`config.mk`:
```
export PLATFORM = sky130hd
export DESIGN_NAME = radar_scope_intensity_generator_unit_flat
export DESIGN_NICKNAME = d
export VERILOG_FILES = /design/src/rsig_pkg.sv /design/src/rsig_if.sv /design/src/rsig_cfg.sv /design/src/rsig_ctrl.sv /design/src/rsig_dpath.sv /design/src/radar_scope_intensity_generator_unit.sv /design/src/flat_wrapper.sv
export VERILOG_INCLUDE_DIRS = /design/src /design/src/src
export SDC_FILE = /design/constraint.sdc
export NUM_CORES = 2
export LEC_CHECK = 0
export BUFFER_PORTS_ARGS = -buffer_cell sky130_fd_sc_hd__buf_2
export CAP_MARGIN = 0
export CORE_MARGIN = 1.5
export CORE_UTILIZATION = 55
export CTS_CLUSTER_DIAMETER = 150
export DETAILED_ROUTE_END_ITERATION = 16
export PLACE_DENSITY = 0.78
export SETUP_SLACK_MARGIN = 0.05
export SYNTH_ARGS = -nofsm -noshare
export SYNTH_HDL_FRONTEND = slang
export SYNTH_SLANG_ARGS = --single-unit
```
`constraint.sdc`:
```
create_clock -name clk -period 12.7 [get_ports clk]
set_clock_uncertainty 0.15 [all_clocks]
set_input_delay 1.27 -clock clk [delete_from_list [all_inputs] [get_ports clk]]
set_output_delay 1.27 -clock clk [all_outputs]
set_load 0.05 [all_outputs]
```
`src/assert_macros.svh`:
```
// Assertion macros used by the top-level unit.
`ifndef ASSERT_MACROS_SVH
`define ASSERT_MACROS_SVH

// Check that a condition holds at every clock edge outside reset.
`define ASSERT_ALWAYS(lbl, clk, rst_n, expr, msg) \
	lbl: assert property (@(posedge clk) disable iff (!rst_n) (expr)) else $error(msg);

// Check that a consequent holds in the same cycle as its antecedent.
`define ASSERT_IMPLIES(lbl, clk, rst_n, ante, cons, msg) \
	lbl: assert property (@(posedge clk) disable iff (!rst_n) (ante) |-> (cons)) else $error(msg);

// Check that a consequent holds in the cycle after its antecedent.
`define ASSERT_NEXT(lbl, clk, rst_n, ante, cons, msg) \
	lbl: assert property (@(posedge clk) disable iff (!rst_n) (ante) |=> (cons)) else $error(msg);

`endif

```
`src/rsig_pkg.sv`:
```
// Package: widths, codes and control types of the radar scope intensity generator.
`timescale 1ns / 1ps
package rsig_pkg;

	localparam int MAX_TARGETS    = 64;
	localparam int SLOT_W         = $clog2(MAX_TARGETS);
	localparam int DAC_RESOLUTION = 1024;
	localparam int DAC_W          = $clog2(DAC_RESOLUTION);
	localparam int DAC_HALF       = DAC_RESOLUTION / 2;
	localparam int BLANK_LIMIT    = 2;
	localparam int TRACE_THRESH   = DAC_HALF + BLANK_LIMIT;
	localparam int SCALE_BITS     = 6;

	localparam int INDEX_W   = 10;
	localparam int POS_W     = 10;
	localparam int TSLOT_W   = 6;
	localparam int OFFSET_W  = 16;
	localparam int FRAC_BITS = 4;
	localparam int QPOS_W    = POS_W + FRAC_BITS;
	localparam int DX_W      = OFFSET_W + 1;
	localparam int SQ_W      = 2 * DX_W - 2;

	localparam int LEVEL_W  = 10;
	localparam int RADIUS_W = 32;
	localparam int STEP_W   = 5;
	localparam int WORD_W   = 16;
	localparam int CLASS_W  = 2;

	localparam int PADDR_W   = 5;
	localparam int PDATA_W   = 32;
	localparam int REG_IDX_W = 3;

	localparam logic [3:0] DAC_PREFIX = 4'hF;

	localparam logic OP_DRAW = 1'b0;
	localparam logic OP_LOAD = 1'b1;

	localparam logic [CLASS_W-1:0] CLS_BLANK = 2'd0;
	localparam logic [CLASS_W-1:0] CLS_DIM   = 2'd1;
	localparam logic [CLASS_W-1:0] CLS_SCALE = 2'd2;
	localparam logic [CLASS_W-1:0] CLS_BLIP  = 2'd3;

	localparam logic [REG_IDX_W-1:0] REG_BLANK  = 3'd0;
	localparam logic [REG_IDX_W-1:0] REG_DIM    = 3'd1;
	localparam logic [REG_IDX_W-1:0] REG_SCALE  = 3'd2;
	localparam logic [REG_IDX_W-1:0] REG_BLIP   = 3'd3;
	localparam logic [REG_IDX_W-1:0] REG_RADIUS = 3'd4;
	localparam logic [REG_IDX_W-1:0] REG_STEP   = 3'd5;

	// drain counter value at which the hit flag is final after the last slot read
	localparam logic [SLOT_W-1:0] DRAIN_LAST = SLOT_W'(3);

	typedef struct packed {
		logic [LEVEL_W-1:0]  blank_level;
		logic [LEVEL_W-1:0]  dim_level;
		logic [LEVEL_W-1:0]  scale_level;
		logic [LEVEL_W-1:0]  blip_level;
		logic [RADIUS_W-1:0] blip_radius_sq;
		logic [STEP_W-1:0]   trace_step;
	} rsig_cfg_t;

	typedef struct packed {
		logic              capture;
		logic              load_slot;
		logic              clear_hit;
		logic              scan;
		logic [SLOT_W-1:0] slot;
		logic              out_load;
	} rsig_cmd_t;

	typedef struct packed {
		logic out_blocked;
	} rsig_sts_t;

endpackage

```
`src/rsig_if.sv`:
```
// Request and result channel interfaces.
`timescale 1ns / 1ps
interface rsig_in_if;
	logic                                 valid;
	logic                                 ready;
	logic                                 operation;
	logic [rsig_pkg::INDEX_W-1:0]         trace_index;
	logic [rsig_pkg::POS_W-1:0]           x_position;
	logic [rsig_pkg::POS_W-1:0]           y_position;
	logic [rsig_pkg::TSLOT_W-1:0]         target_slot;
	logic                                 target_active;
	logic signed [rsig_pkg::OFFSET_W-1:0] target_x_offset;
	logic signed [rsig_pkg::OFFSET_W-1:0] target_y_offset;

	modport source (
		output valid, operation, trace_index, x_position, y_position,
		output target_slot, target_active, target_x_offset, target_y_offset,
		input  ready
	);
	modport sink (
		input  valid, operation, trace_index, x_position, y_position,
		input  target_slot, target_active, target_x_offset, target_y_offset,
		output ready
	);
endinterface

interface rsig_out_if;
	logic                         valid;
	logic                         ready;
	logic [rsig_pkg::WORD_W-1:0]  dac_word;
	logic [rsig_pkg::CLASS_W-1:0] point_class;

	modport source (output valid, dac_word, point_class, input ready);
	modport sink (input valid, dac_word, point_class, output ready);
endinterface

```
`src/rsig_cfg.sv`:
```
// Configuration register file behind the APB port.
`timescale 1ns / 1ps
module rsig_cfg (
	input  logic                          clk,
	input  logic                          arst_n,
	input  logic                          psel,
	input  logic                          penable,
	input  logic                          pwrite,
	input  logic [rsig_pkg::PADDR_W-1:0]  paddr,
	input  logic [rsig_pkg::PDATA_W-1:0]  pwdata,
	output logic [rsig_pkg::PDATA_W-1:0]  prdata,
	output logic                          pready,
	output rsig_pkg::rsig_cfg_t           cfg
);

	rsig_pkg::rsig_cfg_t                   cfg_q;
	logic [rsig_pkg::REG_IDX_W-1:0]        reg_idx;
	logic                                  wr_en;

	assign reg_idx = paddr[rsig_pkg::PADDR_W-1:2];
	assign wr_en   = psel & penable & pwrite;
	assign pready  = 1'b1;
	assign cfg     = cfg_q;

	always_ff @(posedge clk or negedge arst_n) begin
		if (!arst_n) begin
			cfg_q.blank_level    <= rsig_pkg::LEVEL_W'(1023);
			cfg_q.dim_level      <= rsig_pkg::LEVEL_W'(512);
			cfg_q.scale_level    <= rsig_pkg::LEVEL_W'(470);
			cfg_q.blip_level     <= rsig_pkg::LEVEL_W'(0);
			cfg_q.blip_radius_sq <= rsig_pkg::RADIUS_W'(5138);
			cfg_q.trace_step     <= rsig_pkg::STEP_W'(4);
		end else if (wr_en) begin
			unique case (reg_idx)
				rsig_pkg::REG_BLANK: begin
					cfg_q.blank_level <= pwdata[rsig_pkg::LEVEL_W-1:0];
				end
				rsig_pkg::REG_DIM: begin
					cfg_q.dim_level <= pwdata[rsig_pkg::LEVEL_W-1:0];
				end
				rsig_pkg::REG_SCALE: begin
					cfg_q.scale_level <= pwdata[rsig_pkg::LEVEL_W-1:0];
				end
				rsig_pkg::REG_BLIP: begin
					cfg_q.blip_level <= pwdata[rsig_pkg::LEVEL_W-1:0];
				end
				rsig_pkg::REG_RADIUS: begin
					cfg_q.blip_radius_sq <= pwdata[rsig_pkg::RADIUS_W-1:0];
				end
				rsig_pkg::REG_STEP: begin
					cfg_q.trace_step <= pwdata[rsig_pkg::STEP_W-1:0];
				end
				default: begin
				end
			endcase
		end
	end

	always_comb begin
		unique case (reg_idx)
			rsig_pkg::REG_BLANK:  prdata = rsig_pkg::PDATA_W'(cfg_q.blank_level);
			rsig_pkg::REG_DIM:    prdata = rsig_pkg::PDATA_W'(cfg_q.dim_level);
			rsig_pkg::REG_SCALE:  prdata = rsig_pkg::PDATA_W'(cfg_q.scale_level);
			rsig_pkg::REG_BLIP:   prdata = rsig_pkg::PDATA_W'(cfg_q.blip_level);
			rsig_pkg::REG_RADIUS: prdata = rsig_pkg::PDATA_W'(cfg_q.blip_radius_sq);
			rsig_pkg::REG_STEP:   prdata = rsig_pkg::PDATA_W'(cfg_q.trace_step);
			default:              prdata = '0;
		endcase
	end

endmodule

```
`src/rsig_ctrl.sv`:
```
// Controller: accepts requests, sequences the slot scan and the result load.
`timescale 1ns / 1ps
module rsig_ctrl (
	input  logic                 clk,
	input  logic                 arst_n,
	input  logic                 in_valid,
	input  logic                 in_operation,
	output logic                 in_ready,
	input  rsig_pkg::rsig_sts_t  sts,
	output rsig_pkg::rsig_cmd_t  cmd
);

	localparam logic [1:0] ST_IDLE  = 2'd0;
	localparam logic [1:0] ST_SCAN  = 2'd1;
	localparam logic [1:0] ST_DRAIN = 2'd2;

	logic [1:0]                    state_q;
	logic [rsig_pkg::SLOT_W-1:0]   cnt_q;
	logic                          accept;
	logic                          scan_last;
	logic                          drain_last;

	assign in_ready   = (state_q == ST_IDLE);
	assign accept     = in_valid & in_ready;
	assign scan_last  = (cnt_q == rsig_pkg::SLOT_W'(rsig_pkg::MAX_TARGETS - 1));
	assign drain_last = (cnt_q == rsig_pkg::DRAIN_LAST);

	always_comb begin
		cmd.capture   = accept & (in_operation == rsig_pkg::OP_DRAW);
		cmd.load_slot = accept & (in_operation == rsig_pkg::OP_LOAD);
		cmd.clear_hit = cmd.capture;
		cmd.scan      = (state_q == ST_SCAN);
		cmd.slot      = cnt_q;
		// hold the finished result while the output register is occupied and not being taken
		cmd.out_load  = (state_q == ST_DRAIN) & drain_last & ~sts.out_blocked;
	end

	always_ff @(posedge clk or negedge arst_n) begin
		if (!arst_n) begin
			state_q <= ST_IDLE;
			cnt_q   <= '0;
		end else begin
			unique case (state_q)
				ST_IDLE: begin
					if (cmd.capture) begin
						state_q <= ST_SCAN;
						cnt_q   <= '0;
					end
				end
				ST_SCAN: begin
					if (scan_last) begin
						state_q <= ST_DRAIN;
						cnt_q   <= '0;
					end else begin
						cnt_q <= cnt_q + 1'b1;
					end
				end
				ST_DRAIN: begin
					if (!drain_last) begin
						cnt_q <= cnt_q + 1'b1;
					end else if (cmd.out_load) begin
						state_q <= ST_IDLE;
					end
				end
				default: begin
					state_q <= ST_IDLE;
				end
			endcase
		end
	end

endmodule

```
`src/rsig_dpath.sv`:
```
// Datapath: target table, distance pipeline, hit flag and result register.
`timescale 1ns / 1ps
module rsig_dpath (
	input  logic                                 clk,
	input  logic                                 arst_n,
	input  rsig_pkg::rsig_cmd_t                  cmd,
	output rsig_pkg::rsig_sts_t                  sts,
	input  rsig_pkg::rsig_cfg_t                  cfg,
	input  logic [rsig_pkg::INDEX_W-1:0]         trace_index,
	input  logic [rsig_pkg::POS_W-1:0]           x_position,
	input  logic [rsig_pkg::POS_W-1:0]           y_position,
	input  logic [rsig_pkg::TSLOT_W-1:0]         target_slot,
	input  logic                                 target_active,
	input  logic signed [rsig_pkg::OFFSET_W-1:0] target_x_offset,
	input  logic signed [rsig_pkg::OFFSET_W-1:0] target_y_offset,
	output logic                                 out_valid,
	input  logic                                 out_ready,
	output logic [rsig_pkg::WORD_W-1:0]          dac_word,
	output logic [rsig_pkg::CLASS_W-1:0]         point_class
);

	localparam int OW = rsig_pkg::OFFSET_W;

	logic [2*OW-1:0]                      slot_mem [rsig_pkg::MAX_TARGETS];
	logic [rsig_pkg::MAX_TARGETS-1:0]     active_q;
	logic                                 slot_ok;
	logic [rsig_pkg::SLOT_W-1:0]          wr_addr;

	logic [rsig_pkg::DAC_W-1:0]           trace_q;
	logic signed [rsig_pkg::QPOS_W-1:0]   qx_q;
	logic signed [rsig_pkg::QPOS_W-1:0]   qy_q;

	logic [2*OW-1:0]                      rdata_s1;
	logic                                 v_s1;
	logic signed [OW-1:0]                 rd_xoff;
	logic signed [OW-1:0]                 rd_yoff;
	logic signed [rsig_pkg::DX_W-1:0]     dx_s2;
	logic signed [rsig_pkg::DX_W-1:0]     dy_s2;
	logic                                 v_s2;
	logic [rsig_pkg::SQ_W-1:0]            sqx_s3;
	logic [rsig_pkg::SQ_W-1:0]            sqy_s3;
	logic                                 v_s3;
	logic [rsig_pkg::SQ_W:0]              dist_sum;
	logic                                 hit_q;

	logic                                 blank;
	logic                                 scale;
	logic [rsig_pkg::LEVEL_W-1:0]         level;
	logic [rsig_pkg::CLASS_W-1:0]         cls;
	logic                                 out_valid_q;
	logic [rsig_pkg::WORD_W-1:0]          dac_word_q;
	logic [rsig_pkg::CLASS_W-1:0]         point_class_q;

	assign slot_ok = ({1'b0, target_slot} <
		(rsig_pkg::TSLOT_W + 1)'(rsig_pkg::MAX_TARGETS));
	assign wr_addr = target_slot[rsig_pkg::SLOT_W-1:0];

	always_ff @(posedge clk) begin
		if (cmd.load_slot && slot_ok) begin
			slot_mem[wr_addr] <= {target_x_offset, target_y_offset};
		end
		rdata_s1 <= slot_mem[cmd.slot];
	end

	always_ff @(posedge clk or negedge arst_n) begin
		if (!arst_n) begin
			active_q <= '0;
		end else if (cmd.load_slot && slot_ok) begin
			active_q[wr_addr] <= target_active;
		end
	end

	// latch the point: trace position modulo the DAC range, centred Q10.4 X/Y
	always_ff @(posedge clk) begin
		if (cmd.capture) begin
			trace_q <= rsig_pkg::DAC_W'(trace_index * cfg.trace_step);
			qx_q    <= {~x_position[rsig_pkg::POS_W-1], x_position[rsig_pkg::POS_W-2:0],
				rsig_pkg::FRAC_BITS'(0)};
			qy_q    <= {~y_position[rsig_pkg::POS_W-1], y_position[rsig_pkg::POS_W-2:0],
				rsig_pkg::FRAC_BITS'(0)};
		end
	end

	assign rd_xoff = rdata_s1[2*OW-1:OW];
	assign rd_yoff = rdata_s1[OW-1:0];

	always_ff @(posedge clk or negedge arst_n) begin
		if (!arst_n) begin
			v_s1 <= 1'b0;
			v_s2 <= 1'b0;
			v_s3 <= 1'b0;
		end else begin
			v_s1 <= cmd.scan & active_q[cmd.slot];
			v_s2 <= v_s1;
			v_s3 <= v_s2;
		end
	end

	always_ff @(posedge clk) begin
		dx_s2  <= rsig_pkg::DX_W'(qx_q) + rsig_pkg::DX_W'(rd_xoff);
		dy_s2  <= rsig_pkg::DX_W'(qy_q) - rsig_pkg::DX_W'(rd_yoff);
		sqx_s3 <= rsig_pkg::SQ_W'(dx_s2 * dx_s2);
		sqy_s3 <= rsig_pkg::SQ_W'(dy_s2 * dy_s2);
	end

	assign dist_sum = {1'b0, sqx_s3} + {1'b0, sqy_s3};

	always_ff @(posedge clk or negedge arst_n) begin
		if (!arst_n) begin
			hit_q <= 1'b0;
		end else if (cmd.clear_hit) begin
			hit_q <= 1'b0;
		end else if (v_s3 && (dist_sum < {1'b0, cfg.blip_radius_sq})) begin
			hit_q <= 1'b1;
		end
	end

	assign blank = (trace_q <= rsig_pkg::DAC_W'(rsig_pkg::TRACE_THRESH));
	assign scale = (trace_q[rsig_pkg::SCALE_BITS-1:0] == '0);

	always_comb begin
		if (blank) begin
			level = cfg.blank_level;
			cls   = rsig_pkg::CLS_BLANK;
		end else if (hit_q) begin
			level = cfg.blip_level;
			cls   = rsig_pkg::CLS_BLIP;
		end else if (scale) begin
			level = cfg.scale_level;
			cls   = rsig_pkg::CLS_SCALE;
		end else begin
			level = cfg.dim_level;
			cls   = rsig_pkg::CLS_DIM;
		end
	end

	always_ff @(posedge clk or negedge arst_n) begin
		if (!arst_n) begin
			out_valid_q <= 1'b0;
		end else if (cmd.out_load) begin
			out_valid_q <= 1'b1;
		end else if (out_ready) begin
			out_valid_q <= 1'b0;
		end
	end

	always_ff @(posedge clk) begin
		if (cmd.out_load) begin
			dac_word_q    <= {rsig_pkg::DAC_PREFIX, level, 2'b00};
			point_class_q <= cls;
		end
	end

	assign sts.out_blocked = out_valid_q & ~out_ready;
	assign out_valid       = out_valid_q;
	assign dac_word        = dac_word_q;
	assign point_class     = point_class_q;

endmodule

```
`src/radar_scope_intensity_generator_unit.sv`:
```
// Channel      Direction  Handshake      Contents
// cmd          in         valid/ready    draw point or target slot load
// res          out        valid/ready    DAC intensity word and point class
// APB          in/out     psel/penable   six configuration registers
//
// A load is written to the target table on acceptance. A draw is captured, reads
// the target table once per slot (64), passes the distance pipeline and waits while
// the output register is blocked. A new request is taken once the result is in the
// output register, which holds it until the sink takes it. Reset clears the active
// flags of all slots at once; no clearing pass runs.
`timescale 1ns / 1ps
`include "assert_macros.svh"
module radar_scope_intensity_generator_unit (
	input  logic                          clk,
	input  logic                          arst_n,
	rsig_in_if.sink                       cmd,
	rsig_out_if.source                    res,
	input  logic                          psel,
	input  logic                          penable,
	input  logic                          pwrite,
	input  logic [rsig_pkg::PADDR_W-1:0]  paddr,
	input  logic [rsig_pkg::PDATA_W-1:0]  pwdata,
	output logic [rsig_pkg::PDATA_W-1:0]  prdata,
	output logic                          pready
);

	rsig_pkg::rsig_cfg_t cfg;
	rsig_pkg::rsig_cmd_t dp_cmd;
	rsig_pkg::rsig_sts_t dp_sts;

	rsig_cfg u_cfg (
		.clk     (clk),
		.arst_n  (arst_n),
		.psel    (psel),
		.penable (penable),
		.pwrite  (pwrite),
		.paddr   (paddr),
		.pwdata  (pwdata),
		.prdata  (prdata),
		.pready  (pready),
		.cfg     (cfg)
	);

	rsig_ctrl u_ctrl (
		.clk          (clk),
		.arst_n       (arst_n),
		.in_valid     (cmd.valid),
		.in_operation (cmd.operation),
		.in_ready     (cmd.ready),
		.sts          (dp_sts),
		.cmd          (dp_cmd)
	);

	rsig_dpath u_dpath (
		.clk             (clk),
		.arst_n          (arst_n),
		.cmd             (dp_cmd),
		.sts             (dp_sts),
		.cfg             (cfg),
		.trace_index     (cmd.trace_index),
		.x_position      (cmd.x_position),
		.y_position      (cmd.y_position),
		.target_slot     (cmd.target_slot),
		.target_active   (cmd.target_active),
		.target_x_offset (cmd.target_x_offset),
		.target_y_offset (cmd.target_y_offset),
		.out_valid       (res.valid),
		.out_ready       (res.ready),
		.dac_word        (res.dac_word),
		.point_class     (res.point_class)
	);

	`ASSERT_IMPLIES(a_no_scan_when_ready, clk, arst_n, cmd.ready, !dp_cmd.scan, "scan while accepting")
	`ASSERT_NEXT(a_scan_blocks_request, clk, arst_n, dp_cmd.scan, !cmd.ready, "request taken mid-scan")
	`ASSERT_IMPLIES(a_result_from_load, clk, arst_n, $rose(res.valid), $past(dp_cmd.out_load), "result without load")

endmodule
```
`src/flat_wrapper.sv`:
```
// flat-port wrapper written by rule: the top's interface ports become plain ports
module radar_scope_intensity_generator_unit_flat 
  (clk, arst_n, psel, penable, pwrite, paddr, pwdata, prdata, pready, cmd_valid, cmd_operation, cmd_trace_index, cmd_x_position, cmd_y_position, cmd_target_slot, cmd_target_active, cmd_target_x_offset, cmd_target_y_offset, cmd_ready, res_valid, res_dac_word, res_point_class, res_ready);
  rsig_in_if cmd_i ();
  rsig_out_if res_i ();
  input  logic clk;
  input  logic arst_n;
  input  logic psel;
  input  logic penable;
  input  logic pwrite;
  input  logic [rsig_pkg::PADDR_W-1:0] paddr;
  input  logic [rsig_pkg::PDATA_W-1:0] pwdata;
  output logic [rsig_pkg::PDATA_W-1:0] prdata;
  output logic pready;
  input wire logic [$bits(cmd_i.valid)-1:0] cmd_valid;
  input wire logic [$bits(cmd_i.operation)-1:0] cmd_operation;
  input wire logic [$bits(cmd_i.trace_index)-1:0] cmd_trace_index;
  input wire logic [$bits(cmd_i.x_position)-1:0] cmd_x_position;
  input wire logic [$bits(cmd_i.y_position)-1:0] cmd_y_position;
  input wire logic [$bits(cmd_i.target_slot)-1:0] cmd_target_slot;
  input wire logic [$bits(cmd_i.target_active)-1:0] cmd_target_active;
  input wire logic [$bits(cmd_i.target_x_offset)-1:0] cmd_target_x_offset;
  input wire logic [$bits(cmd_i.target_y_offset)-1:0] cmd_target_y_offset;
  output wire logic [$bits(cmd_i.ready)-1:0] cmd_ready;
  output wire logic [$bits(res_i.valid)-1:0] res_valid;
  output wire logic [$bits(res_i.dac_word)-1:0] res_dac_word;
  output wire logic [$bits(res_i.point_class)-1:0] res_point_class;
  input wire logic [$bits(res_i.ready)-1:0] res_ready;
  assign cmd_i.valid = cmd_valid;
  assign cmd_i.operation = cmd_operation;
  assign cmd_i.trace_index = cmd_trace_index;
  assign cmd_i.x_position = cmd_x_position;
  assign cmd_i.y_position = cmd_y_position;
  assign cmd_i.target_slot = cmd_target_slot;
  assign cmd_i.target_active = cmd_target_active;
  assign cmd_i.target_x_offset = cmd_target_x_offset;
  assign cmd_i.target_y_offset = cmd_target_y_offset;
  assign cmd_ready = cmd_i.ready;
  assign res_valid = res_i.valid;
  assign res_dac_word = res_i.dac_word;
  assign res_point_class = res_i.point_class;
  assign res_i.ready = res_ready;
  radar_scope_intensity_generator_unit u_core (.clk(clk), .arst_n(arst_n), .cmd(cmd_i), .res(res_i), .psel(psel), .penable(penable), .pwrite(pwrite), .paddr(paddr), .pwdata(pwdata), .prdata(prdata), .pready(pready));
endmodule
```
==> impl_metrics.yaml <==
routing:
  detailroute.wirelength.met3_microns: 26810
  ant_nets: 0
  route.layer.met1.wl_microns: 101100
  drt-pass1-iter-count: 5
  finalWirelength_microns: 287000
  dr_total_vias: 59960
  met2WireLength_microns: 145100
  highest-signal-layer: "met5"
  detail_route.iter0.violations: 6886
  drc_errors: 0
  vias_per_cell: 6.334
  post_drt_wl_per_cell_microns: 30.32
placement:
  placedCellCount: 9045
  gp_routability_congestion: 0.8927
  dpl_hpwl_microns: 157500
  port_buffers: 157
setup_path:
  launch_point_of_the_worst_reg_to_reg_path: "u_core.u_dpath.dx_s2[2]$_DFF_P_"
  cp_max_fo: 20
  cp_top_family: "adder cells"
  cp_cell_sequence: "nand2_1 > inv_1 > fa_1 > inv_1 > fa_1 > inv_1 > fa_1 > fa_1 > fa_1 > fa_1 > ha_1 > a2111oi_0 > o21ai_0 > a31oi_1 > nor2_1 > a211o_1 > a211o_1 > a21oi_1 > xor2_1"
  worstSetupStartpointType: "register"
  cp_slowest_cell: "dfxtp_1"
  setup.worst_path.start: "u_core.u_dpath.dx_s2[2]$_DFF_P_"
  arrival_ps: 7780
  critical_path_class: "register to register"
  reg2reg_slack_ps: 5510
  slowest_delay_ps: 990
  timing.critical_path.to_type: "register"
  critical_path_buf_inv_count: 3
  required_ps: 13290
  crit_top_cell: "fa_1"
layout:
  nFillCells: 13710
  finalNonFillerCells: 9467
  area_delta_synth_final_pct: 10.40
  multi_input_area_sq_mm: 0.03929
  num-nets-final: 7518
  post_route_cells_drive_above_1_share: 0.2189
  area_taken_by_flip_flops_and_latches_sq_mm: 0.06922
logic_synthesis:
  synthDominantAreaCellType: "edfxtp_1"
  yosysUniqueCellTypes: 76
  postSynthAreaPerCell_sq_um: 17.57
  synth_async_sr_flop_share: 0.06492
  edff_count_synth: 2090
  synth-main-ff-cell: "edfxtp_1"
  mappedNetlistArea_sq_mm: 0.1118
  yosysWarnings: 0
  postSynthRegisterBits: 2372
  synth_cells: 6364
  ys_top_cells_by_count: "2,090 x edfxtp_1, 742 x inv_1, 674 x mux4_2"
  synth_largest_type_area_fraction: 0.5612
  synth_area_leaders: "edfxtp_1 56%, mux4_2 14%, fa_1 9.5%"
  ys_seq_area_frac: 0.6189
  yosysMostFrequentCell: "edfxtp_1"
timing:
  tns_setup_ps: 0
  worst_slew_pin_slew_ps: 1213
  slew-limit-headroom: 0.1911
  setup-violations-final: 0
  final-max-slew-violation-count: 0
  whs_ps: 172.1
  period_utilization: 0.5659
  rsz0062_at_grt: "no"
  peak_clock_frequency_supported_by_timing_mhz: 139.1
  fin_crit_ps: 7187
  report.final.hold_viol_count: 0
floorplanning:
  count_of_boundary_i_o_pins: 167
  core_area_sq_mm: 0.2021
  dieWidth_microns: 453.9
  die_outline_area_sq_mm: 0.2060
  floorplan.initialDensity: 0.5533
  number_of_placement_rows: 165
  fp.dieH_microns: 453.9
clocking:
  cts.repair_timing.setup_buffer_count: 0
  tritoncts.num_buffers: 224
  ctsHoldBuffers: 0
  root_buffer: "clkbuf_16"
  clk-insertion-delay-late_ps: 900
  tritoncts: "built"
  clk_pin_slew_ps: 60
  htree_num_levels: 4
  cts.repair.resized: 0
  clock_sink_count: 2372
  clock_path_buffers: 3
grt:
  track_usage: 0.2834
  first_global_vias: 62880
  grt_overflow: 0
  grt_max_degree: 142
  grt_pass1_wl_microns: 420600
  grt_antenna_before_repair: 19
outcome:
  status: "finished, final reports clean"
run:
  max_cap_violations: 0
hold_path:
  hp-start: "u_core.u_dpath.rdata_s1[19]$_DFF_P_"
  worstHoldPathType: "register to register"
sequential cells by signal (all words and copies together), names as in the netlist, 17 cells and up:
name,count
u_core.u_dpath.dx_s2,17
u_core.u_dpath.slot_mem,2048
u_core.u_dpath.dy_s2,17
u_core.u_dpath.sqx_s3,31
u_core.u_dpath.rdata_s1,32
u_core.u_dpath.sqy_s3,31
u_core.u_dpath.active_q,64
u_core.u_cfg.cfg,77
layer usage:
metal | GRT usage | vias up
met2 | 0.4743 | 3695
met1 | 0.3603 | 31340
met5 | 0 | -
met3 | 0.05585 | 727
met4 | 0.1279 | 10
li1 | - | 24190
cell type report:
cell class	instances	area share
timing repair buffer	259	0.01323
tap	2672	0.02708
clock buffer	314	0.04988
antenna	6	0.0001216
multi-input combinational	3000	0.3183
inverter	742	0.02256
sequential	2372	0.5607
clock inverter	102	0.008138
cells by family after synthesis:
| family | Yosys count | synth area share |
|---|---|---|
| flip-flops | 2372 | 0.6189 |
| buffers and inverters | 997 | 0.03445 |
| multiplexers | 848 | 0.1527 |
| adder cells (fa/ha/maj) | 805 | 0.1257 |
| AND/OR/NAND/NOR | 769 | 0.03236 |
| AO/OA/AOI/OAI | 423 | 0.02429 |
| XOR/XNOR | 148 | 0.01159 |
| other | 2 | 0.00006716 |
cell usage in the layout, fill, tap and decap left out, types with 12 or more instances in the layout:
cell type,n
edfxtp_1,2090
inv_1,741
mux4_2,674
fa_1,530
ha_1,275
nand2_1,272
clkbuf_16,228
buf_2,156
and2_1,133
nor2_1,128
dfxtp_1,128
mux2_2,127
dfrtp_1,126
o21ai_0,116
xnor2_1,115
a21oi_1,104
buf_4,96
clkbuf_1,73
nor2_4,64
mux2i_1,47
nor3_1,38
clkinv_1,38
nor2b_1,37
a21o_1,35
xor2_1,33
clkinv_2,28
o21a_1,27
nand2b_1,24
dfstp_2,22
nand3_1,20
o22ai_1,19
a211oi_1,17
clkbuf_8,13
a221o_1,12
worst paths after layout:
path,to,cells after the start
max reg2reg,u_core.u_dpath.sqx_s3[31]$_DFF_P_,19
max in group asynchronous,u_core.u_dpath.active_q[52]$_DFFE_PN0P_,3
min,u_core.u_dpath.dx_s2[3]$_DFF_P_,0
min reg2reg,u_core.u_dpath.dx_s2[3]$_DFF_P_,0
min in group asynchronous,u_core.u_cfg.cfg[27]$_DFFE_PN0P_,1
max,u_core.u_dpath.sqx_s3[31]$_DFF_P_,19
stage by stage:
stage,instance area [sq um],utilization,setup WS [ps]
finish,123500,0.6108,5513
global route,123400,0.6108,5060
CTS,123400,0.6107,5517
detailed placement,116300,0.5753,5625
global placement,116300,0.5753,5794
floorplan,111800,-,6459
Power is not shown: default switching activity piles up to over one toggle a cycle in this logic, so the estimate is an artifact.
